--- config.mk ---
export PLATFORM = sky130hd
export DESIGN_NAME = keypad_press_autorepeat
export DESIGN_NICKNAME = d
export VERILOG_FILES = /design/src/hw/rtl/kpa_pkg.sv /design/src/hw/rtl/kpa_core.sv /design/src/hw/rtl/keypad_press_autorepeat.sv
export VERILOG_INCLUDE_DIRS = /design/src /design/src/hw/rtl
export SDC_FILE = /design/constraint.sdc
export NUM_CORES = 1
export LEC_CHECK = 0
export ABC_AREA = 1
export BUFFER_PORTS_ARGS = -buffer_cell sky130_fd_sc_hd__buf_4
export CORE_UTILIZATION = 45
export CTS_BUF_LIST = sky130_fd_sc_hd__clkbuf_8
export CTS_CLUSTER_SIZE = 40
export DETAILED_ROUTE_END_ITERATION = 16
export MAX_ROUTING_LAYER = met4
export RECOVER_POWER = 100
export SLEW_MARGIN = 20
export SYNTH_ARGS = -nofsm -noshare
export SYNTH_HDL_FRONTEND = slang
export SYNTH_SLANG_ARGS = --single-unit
--- constraint.sdc ---
create_clock -name clk -period 3.8 [get_ports clk]
set_input_delay 0.38 -clock clk [delete_from_list [all_inputs] [get_ports clk]]
set_output_delay 0.38 -clock clk [all_outputs]
set_load 0.01 [all_outputs]
--- src/hw/rtl/keypad_press_autorepeat_assert.svh ---
// assertion macros for the keypad autorepeat rtl
`ifndef KEYPAD_PRESS_AUTOREPEAT_ASSERT_SVH
`define KEYPAD_PRESS_AUTOREPEAT_ASSERT_SVH

// condition implies consequence in the same cycle
`define KPA_ASSERT_SAME(label, ante, cons) \
  label: assert property (@(posedge clk) disable iff (rst) (ante) |-> (cons)) \
    else $error("keypad autorepeat check failed");

// condition implies consequence in the next cycle
`define KPA_ASSERT_NEXT(label, ante, cons) \
  label: assert property (@(posedge clk) disable iff (rst) (ante) |=> (cons)) \
    else $error("keypad autorepeat check failed");

`endif

--- src/hw/rtl/kpa_pkg.sv ---
// types, constants and helper functions for the keypad autorepeat block
package kpa_pkg;

  localparam int NUM_KEYS    = 16;
  localparam int IDX_W       = $clog2(NUM_KEYS);
  localparam int KEY_FIELD_W = 16;
  localparam int QUERY_W     = 4;
  localparam int INDEX_W     = 4;
  localparam int AGE_W       = 5;
  localparam int DELAY_W     = 5;
  localparam int CFG_IDX_W   = 2;
  localparam int CFG_DATA_W  = 5;

  localparam logic [AGE_W-1:0]   AGE_MAX          = 5'd31;
  localparam logic [DELAY_W-1:0] FIRST_DELAY_RST  = 5'd20;
  localparam logic [DELAY_W-1:0] REPEAT_DELAY_RST = 5'd5;

  // register indexes of the configuration port
  localparam logic [CFG_IDX_W-1:0] CFG_KEYS_ENABLED = 2'd0;
  localparam logic [CFG_IDX_W-1:0] CFG_FIRST_DELAY  = 2'd1;
  localparam logic [CFG_IDX_W-1:0] CFG_REPEAT_DELAY = 2'd2;

  typedef logic [NUM_KEYS-1:0] keys_t;

  typedef struct packed {
    logic [KEY_FIELD_W-1:0] keys_held;
    logic                   wait_for_key;
    logic [QUERY_W-1:0]     query_key;
  } frame_t;

  typedef struct packed {
    logic                   key_caught;
    logic [INDEX_W-1:0]     key_index;
    logic                   query_held;
    logic [KEY_FIELD_W-1:0] held_mask;
  } result_t;

  typedef struct packed {
    logic               keys_enabled;
    logic [DELAY_W-1:0] first_delay;
    logic [DELAY_W-1:0] repeat_delay;
  } cfg_t;

  typedef struct packed {
    keys_t repeat_key;
  } status_t;

  // priority encoder, lowest set bit wins
  function automatic logic [IDX_W-1:0] lowest_index(keys_t v);
    logic [IDX_W-1:0] idx;
    idx = '0;
    for (int i = NUM_KEYS - 1; i >= 0; i--) begin
      if (v[i]) begin
        idx = IDX_W'(i);
      end
    end
    return idx;
  endfunction

endpackage

--- src/hw/rtl/kpa_core.sv ---
// key state registers with the per-frame update, press detection and repeat catch
module kpa_core (
  input  logic             clk,
  input  logic             rst,
  input  logic             step,
  input  kpa_pkg::frame_t  frame,
  input  kpa_pkg::cfg_t    cfg,
  output kpa_pkg::result_t result,
  output kpa_pkg::status_t status
);

  kpa_pkg::keys_t keys_now, keys_prev, keys_hidden, repeat_key;
  logic [kpa_pkg::AGE_W-1:0]   frame_age;
  logic [kpa_pkg::DELAY_W-1:0] hold_span;

  kpa_pkg::keys_t keys_now_next, keys_prev_next, keys_hidden_next, repeat_key_next;
  logic [kpa_pkg::AGE_W-1:0]   frame_age_next;
  logic [kpa_pkg::DELAY_W-1:0] hold_span_next;

  kpa_pkg::keys_t held, prev_upd, hidden_upd, repeat_upd, visible, visible_shift;
  kpa_pkg::keys_t prev_chk, press, fresh, pick, pick_low;
  logic [kpa_pkg::AGE_W-1:0] age_inc;
  logic catching, fire;

  // frame update: age, latch of the held bitmap, unhide changed keys
  always_comb begin
    age_inc = (frame_age == kpa_pkg::AGE_MAX) ? frame_age
                                              : kpa_pkg::AGE_W'(frame_age + 1'b1);
    held    = kpa_pkg::keys_t'(frame.keys_held);
    if (cfg.keys_enabled) begin
      prev_upd      = keys_now;
      keys_now_next = held;
      hidden_upd    = keys_hidden & ~(keys_now ^ held);
      repeat_upd    = repeat_key & hidden_upd;
    end else begin
      prev_upd      = keys_prev;
      keys_now_next = keys_now;
      hidden_upd    = keys_hidden;
      repeat_upd    = repeat_key;
    end
    visible       = keys_now_next & ~hidden_upd;
    visible_shift = visible >> frame.query_key;
  end

  // catch: re-arm the repeat key once its span is over, then pick a press
  always_comb begin
    catching = cfg.keys_enabled && frame.wait_for_key;
    prev_chk = (catching && (age_inc >= hold_span)) ? (prev_upd & ~repeat_upd) : prev_upd;
    press    = keys_now_next & ~prev_chk;
    fire     = catching && (|press);
    fresh    = press & ~repeat_upd;
    pick     = (|fresh) ? fresh : repeat_upd;
    pick_low = pick & kpa_pkg::keys_t'(~pick + 1'b1);

    keys_prev_next = prev_chk;
    if (fire) begin
      keys_hidden_next = hidden_upd | pick;
      repeat_key_next  = pick_low;
      frame_age_next   = '0;
      hold_span_next   = (pick != repeat_upd) ? cfg.first_delay : cfg.repeat_delay;
    end else begin
      keys_hidden_next = hidden_upd;
      repeat_key_next  = repeat_upd;
      frame_age_next   = age_inc;
      hold_span_next   = hold_span;
    end
  end

  // result of this frame
  always_comb begin
    result.key_caught = fire;
    result.key_index  = fire ? kpa_pkg::INDEX_W'(kpa_pkg::lowest_index(pick_low)) : '0;
    result.query_held = (int'(frame.query_key) < kpa_pkg::NUM_KEYS) ? visible_shift[0] : 1'b0;
    result.held_mask  = kpa_pkg::KEY_FIELD_W'(visible);
    status.repeat_key = repeat_key;
  end

  // state registers, advanced once per frame
  always_ff @(posedge clk) begin
    if (rst) begin
      keys_now    <= '0;
      keys_prev   <= '0;
      keys_hidden <= '0;
      repeat_key  <= '0;
      frame_age   <= kpa_pkg::AGE_MAX;
      hold_span   <= '0;
    end else if (step) begin
      keys_now    <= keys_now_next;
      keys_prev   <= keys_prev_next;
      keys_hidden <= keys_hidden_next;
      repeat_key  <= repeat_key_next;
      frame_age   <= frame_age_next;
      hold_span   <= hold_span_next;
    end
  end

endmodule

--- src/hw/rtl/keypad_press_autorepeat.sv ---
// keypad typematic autorepeat: frame register, core update and result register
// path: request in the frame register, then its result in the result register
// one frame per cycle unless result_stall; single-pass core between two registers
// the frame register takes a new request while a finished result still waits
// reset: key state cleared, frame age saturated, registers back to enabled, 20, 5
module keypad_press_autorepeat (
  input  logic                             clk,
  input  logic                             rst,
  input  logic                             frame_valid,
  output logic                             frame_stall,
  input  kpa_pkg::frame_t                  frame,
  output logic                             result_valid,
  input  logic                             result_stall,
  output kpa_pkg::result_t                 result,
  input  logic                             cfg_we,
  input  logic [kpa_pkg::CFG_IDX_W-1:0]    cfg_index,
  input  logic [kpa_pkg::CFG_DATA_W-1:0]   cfg_data
);

  `include "keypad_press_autorepeat_assert.svh"

  logic              hold_vld;
  kpa_pkg::frame_t   hold_frame;
  kpa_pkg::cfg_t     cfg;
  kpa_pkg::result_t  core_result;
  kpa_pkg::status_t  core_status;
  logic              advance;

  // frame moves into the core when the result register is free or draining
  assign advance     = hold_vld && (!result_valid || !result_stall);
  assign frame_stall = hold_vld && !advance;

  kpa_core u_core (
    .clk    (clk),
    .rst    (rst),
    .step   (advance),
    .frame  (hold_frame),
    .cfg    (cfg),
    .result (core_result),
    .status (core_status)
  );

  // configuration registers
  always_ff @(posedge clk) begin
    if (rst) begin
      cfg.keys_enabled <= 1'b1;
      cfg.first_delay  <= kpa_pkg::FIRST_DELAY_RST;
      cfg.repeat_delay <= kpa_pkg::REPEAT_DELAY_RST;
    end else if (cfg_we) begin
      unique case (cfg_index)
        kpa_pkg::CFG_KEYS_ENABLED: cfg.keys_enabled <= cfg_data[0];
        kpa_pkg::CFG_FIRST_DELAY:  cfg.first_delay  <= cfg_data;
        kpa_pkg::CFG_REPEAT_DELAY: cfg.repeat_delay <= cfg_data;
        default: ;
      endcase
    end
  end

  // frame register
  always_ff @(posedge clk) begin
    if (rst) begin
      hold_vld <= 1'b0;
    end else if (!frame_stall) begin
      hold_vld <= frame_valid;
    end
  end

  always_ff @(posedge clk) begin
    if (!frame_stall && frame_valid) begin
      hold_frame <= frame;
    end
  end

  // result register
  always_ff @(posedge clk) begin
    if (rst) begin
      result_valid <= 1'b0;
    end else if (advance) begin
      result_valid <= 1'b1;
    end else if (!result_stall) begin
      result_valid <= 1'b0;
    end
  end

  always_ff @(posedge clk) begin
    if (advance) begin
      result <= core_result;
    end
  end

  // checks
  `KPA_ASSERT_NEXT(a_req_taken, frame_valid && !frame_stall, hold_vld)
  `KPA_ASSERT_SAME(a_index_idle, result_valid && !result.key_caught, result.key_index == '0)
  `KPA_ASSERT_SAME(a_repeat_onehot, 1'b1, $onehot0(core_status.repeat_key))

endmodule
* Yosys cells after proc, flatten, opt, wreduce, memory -nomap -nowiden *
Cells that the tools add are included.

cells by class
  add/sub/neg operators = 2
  multipliers = 0
  divide/modulo/power cells = 0
  magnitude comparators = 1
  eq/ne operators = 5
  shift-type cells = 1
  mux-type cells = 28
  bitwise logic cells = 15
  reductions and logical operators = 22

operator list
  operator                                                               count
  16-bit two-way mux                                                     8
  16-bit bitwise AND                                                     7
  16-bit inverter                                                        5
  4-bit two-way mux                                                      8
  16-bit OR reduction                                                    2
  16-bit by 1-bit adder with 16-bit output, second input constant        1
  16-bit != test                                                         1
  16-bit bitwise OR                                                      1
  16-bit by 4-bit >> shifter with 1-bit output                           1
  16-bit bitwise XOR                                                     1
  5-bit two-way mux                                                      3
  3-bit two-way mux                                                      4
  9-bit OR reduction                                                     1
  2-bit AND reduction                                                    4
  1-bit logical AND                                                      6
  5-bit by 1-bit adder with 5-bit output, second input constant          1
  5-bit equality test, second input constant                             1
  5-bit greater-or-equal comparator                                      1
  5-bit OR reduction                                                     1
  1-bit zero test                                                        4
  2-bit two-way mux                                                      2
  1-bit two-way mux                                                      3
  3-bit OR reduction                                                     1
  2-bit by 1-bit equality test with 1-bit output, second input constant  1
  other kinds (6)                                                        6

storage, ports and cells
  register bits = 130
  bits in latches = 0
  RAM bits = 0
  bits in read-only memories = 0
  input port bits = 33
  output and inout bits = 24
  logic and storage cells = 95
  memories kept = 0

* Longest topological paths before layout *
  depth after elaboration = 31
  depth in mapped cells = 30
  mapped depth without buffers = 29

* Cells and area by module *
Synthesis repeated with hierarchy kept, for this count alone.

second synthesis, totals
  cells, all modules = 948
  area total of the unflattened synthesis = 6886.6 um^2

by module, submodules not included
  module                   instances  cells each  area each (um^2)  sequential area each (um^2)
  kpa_core                 1          828         5012.3            1481.4
  keypad_press_autorepeat  1          120         1874.3            1551.5

* Worst setup path after synthesis *
No wires, ideal clock.

  path kind = flip-flop to flip-flop
  start = register u_core.frame_age[0] (netlist name)
  end = register result[17] (netlist name), data pin
  setup time = 0.249 ns
  arrival time = 3.170 ns
  required time = 3.551 ns
  setup slack = 0.381 ns
  stages on the path, launching flop included = 29
  buffers on the path = 2
  period minus slack after synthesis = 3.419 ns
  path through = dfxtp_1 -> ha_1 -> nand4_1 -> o21ai_0 -> ha_1 -> nand2_1 -> nor2_1 -> nand2_1 -> nand3_2 -> nand2_4 -> buf_8 -> o21ai_1 -> nand3_2 -> nand2_1 -> nor2_2 -> nand2_4 -> nor2_8 -> buf_6 -> nand2_1 -> nand2_1 -> nor2_1 -> nand2_1 -> inv_2 -> nand3_2 -> nand3_1 -> nor2_1 -> nand4_1 -> nand2_1 -> inv_1

between the ends
  word-level cells in the longest chain between the ends = 28
  elaborated cells between the ends (all ways) = 33
  those cells by class = add/sub (2); order compare (1); eq/ne (1); mux (18); bitwise (6); reduce/logical (5)

RTL lines
  element                                                                        RTL line                        text
  from (decl)                                                                    kpa_core.sv:13                  logic [kpa_pkg::AGE_W-1:0] frame_age;
  from (signal assigned)                                                         kpa_core.sv:85                  frame_age <= kpa_pkg::AGE_MAX;
  from (signal assigned)                                                         kpa_core.sv:92                  frame_age <= frame_age_next;
  5-bit by 1-bit adder with 5-bit output or 5-bit equality test (tied branches)  kpa_core.sv:28, kpa_core.sv:27
  5-bit two-way mux *                                                            kpa_core.sv:27                  age_inc = (frame_age == kpa_pkg::AGE_MAX) ? frame_age
  5-bit greater-or-equal comparator *                                            kpa_core.sv:48                  prev_chk = (catching && (age_inc >= hold_span)) ? (prev_upd & ~repeat_upd) : prev_upd;
  1-bit logical AND *                                                            kpa_core.sv:48
  16-bit two-way mux *                                                           kpa_core.sv:48
  16-bit inverter *                                                              kpa_core.sv:49                  press = keys_now_next & ~prev_chk;
  16-bit bitwise AND *                                                           kpa_core.sv:49
  16-bit bitwise AND                                                             kpa_core.sv:51                  fresh = press & ~repeat_upd;
  16-bit OR reduction                                                            kpa_core.sv:52                  pick = (|fresh) ? fresh : repeat_upd;
  16-bit two-way mux                                                             kpa_core.sv:52
  16-bit inverter                                                                kpa_core.sv:53                  pick_low = pick & kpa_pkg::keys_t'(~pick + 1'b1);
  16-bit by 1-bit adder with 16-bit output                                       kpa_core.sv:53
  16-bit bitwise AND                                                             kpa_core.sv:53
  4-bit two-way mux (8 in series)                                                kpa_pkg.sv:53                   if (v[i]) begin
  3-bit two-way mux (4 in series)                                                kpa_pkg.sv:53
  2-bit two-way mux (2 in series)                                                kpa_pkg.sv:53
  1-bit two-way mux                                                              kpa_pkg.sv:53
  to (signal assigned)                                                           keypad_press_autorepeat.sv:87   result <= core_result;
  to (decl)                                                                      keypad_press_autorepeat.sv:14   output kpa_pkg::result_t result,

Every way passes the cells marked *; elsewhere a longest branch is shown, timed or not.
A chain may end at the register's enable or synchronous reset.

* Worst setup path after layout *
Ends and elaborated chain as after synthesis.

==> metrics.txt <==
outcome complete, but fails checks; failing checks capacitance limit, slew limit, setup timing; total of max-cap violations 1; Seq/Total Area, Yosys 44.9%; Worst Path Class, Setup reg2reg; R2R depth 28; drt first pass iters 5; Yosys reg bits 130; GRT Total Usage 24.9%; initial antenna violation count 0; Synth top cells by count nand2_1, a21oi_1, inv_1, o21ai_0, dfxtp_1; Worst-path clk slew 0.07 ns; gr ovfl total 0; hold_buf cts 0; DIE WIDTH 125 um; Max clock buf depth 2; Mapped Nets 945; achievable frequency 259 MHz; multi-input logic area 3540 um^2; Clock Latency Late Sink 0.45 ns; Design Power 3520 uW; vias in the first global route 5752; Placeable Area 14600 um^2; Synth top area share 25.8%; number of synthesized flops with an enable pin 43; Syn Area/Cell 7.45 um^2; ys async rst share 0%; PD cells 421 nW/um^2; dominant cell type by area after synthesis dfxtp_1; final setup fails 5; r2r endpoint result[17]; H-tree depth 4; Logic pwr share 19.6%; max_slew headroom -24.8%; main flop type after synthesis dfxtp_1; gpl congestion 0.939; dpl cell area 7440 um^2; first-pass GRT wire length 29700 um; post-place setup slack -0.128 ns; Num Clock Sinks 130; synthesized cell area 6750 um^2; Die ar. 15500 um^2; Clk network pwr share 35.8%; DR vias 6329; ANT nets after route 0; CTS tree yes; R2R setup slack -0.06 ns; minimum clock period 3.86 ns; worst hold path class in2reg; most frequent cell after synthesis nand2_1; warnings from Yosys 0; reg2reg start u_core.frame_age[0]; slowest CP cell dfxtp_2; Seq pwr share 44.5%; cts bufs inserted 17; drt wl/cell 15.6 um; period utilisation layout 102%; crit path buf inv count 3; Least-Margin Pin Slew 1.87 ns; Hold Path Depth 1; critical path depth 28; Internal Pwr Total 2490 uW; # rows 44; Initial DRC Count 395; ratio of cells with drive above 1 in the final layout 22.8%; count of final hold-check violations 0; top post-synthesis cells by area dfxtp_1, edfxtp_1, nand2_1, a21oi_1, o21ai_0; Port Buffer Count 56; Synth cell types 39; Util after Layout 57.3%; Via density 5.31; Routed WL 18600 um; Psw 1030 uW; Pleak 0.00366 uW; Seq. cell area 3040 um^2; worst setup path endpoint result[17]; number of diodes 0; Critical Path Source Type register; post-detail-place hpwl 12100 um; Crit. Startpoint u_core.frame_age[0]; final worst setup slack -0.0595 ns; Area Growth Syn to Fin 23.7%; Ports 57; Fill cells 1386; Initial Utilization 46.3%; crit path DAT 4.07 ns; Design Area, Final 8360 um^2; Pins Over Slew Limit 37; VDD IR max 0.262 mV; pin count of the biggest net entering global routing 63; Residual DRC 0; Root Driver clkbuf_8; CP Capture Type register; Die H 125 um; Sw Ratio 29.3%; Worst Path Required 4.01 ns; kind of cell adding the most delay to the critical path simple AND/OR/NAND/NOR gates; Final Skew 0.0129 ns; delay of the slowest critical-path stage 0.36 ns; crit-path max FO 8; Nets 1035; RSZ-0062 raised after global routing true; Post-Syn Instances 906; most used cell, CP nand2_2
timing repair:
item | in CTS | in global routing
gates resized for setup | 20 | 87
setup buffers | 3 | 15
pin swaps | 2 | 40
cloned | 1 | 1
setup endpoints to repair | 23 | 29
flip-flops by register name, indices dropped and copies added, names as in the netlist, 5 cells and up:
signal and count:
cfg 11, hold_frame 21, result 22, u_core.frame_age 5, u_core.hold_span 5, u_core.keys_hidden 16
u_core.keys_now 16, u_core.keys_prev 16, u_core.status 16
per-stage QoR:
stage               hold slack (ns)  instances  TNS [ns]
floorplan                     0.429        906         0
global placement              0.442       1141    -0.372
detailed placement            0.448       1141    -0.483
CTS                          0.0792       1177   -0.0588
global route                 0.0945       1193     -3.81
finish                        0.125       1193    -0.109
power by group through the flow:
stage	Combinational (uW)	Sequential (uW)	Clock (uW)
after global routing	764	1580	1350
final	691	1570	1260
after floorplan	389	1590	0
after global placement	587	1600	0
after CTS	616	1570	1290
after detailed placement	588	1600	0
cell usage in the layout, fill, tap and decap left out, types with 21 or more instances in the layout:
master,count
a21oi_1,111
buf_4,58
clkbuf_1,25
clkbuf_4,21
dfxtp_1,85
edfxtp_1,43
inv_1,97
nand2_1,195
nand2_2,30
nand3_1,31
nand3_2,21
nor2_1,39
o21ai_0,100
cells by family (layout without fill, tap and decap cells):
group | count (synthesis) | in the layout | synth area share (%)
multiplexers | 1 | 1 | 0.148
AND/OR/NAND/NOR | 362 | 364 | 23.9
flip-flops | 130 | 130 | 44.9
buffers and inverters | 144 | 245 | 9.28
XOR/XNOR | 3 | 3 | 0.389
adder cells (fa/ha/maj) | 6 | 6 | 1.11
AO/OA/AOI/OAI | 260 | 260 | 20.3
worst register-to-register path, delay by kind of cell, from the launching register on:
family,cells,cell delay [ns]
compound gates,2,0.17
buf+inv,3,0.24
simple gates,21,2.45
fa+ha+maj,2,0.42
flops,1,0.36
layout make-up:
| class | count | share of cell area (%) |
|---|---|---|
| clock buffer | 18 | 2.96 |
| clock inverter | 14 | 2.04 |
| tap | 184 | 2.75 |
| sequential | 130 | 36.3 |
| inverter | 104 | 4.67 |
| multi-input combinational | 634 | 42.4 |
| timing repair buffer | 109 | 8.86 |
metal layers:
metal / global-route usage, % / up-vias / share of wire [%]
li1: - / 3209 / -
met1: 34.4 / 2926 / 49
met2: 36.9 / 173 / 45
met3: 4.90 / 21 / 5.0
met4: 7.44 / 0 / 1.6
met5: - / - / 0
how the worst min path moves through the flow:
stage,startpoint,endpoint,slack [ns]
CTS,frame[13],hold_frame[13],0.08
finish,frame[8],hold_frame[8],0.13
floorplan,cfg[0],cfg[0],0.43
global route,frame[7],hold_frame[7],0.09
detailed placement,cfg[5],cfg[5],0.45
global placement,cfg[0],cfg[0],0.44
Power figures use the tool's default switching activity.
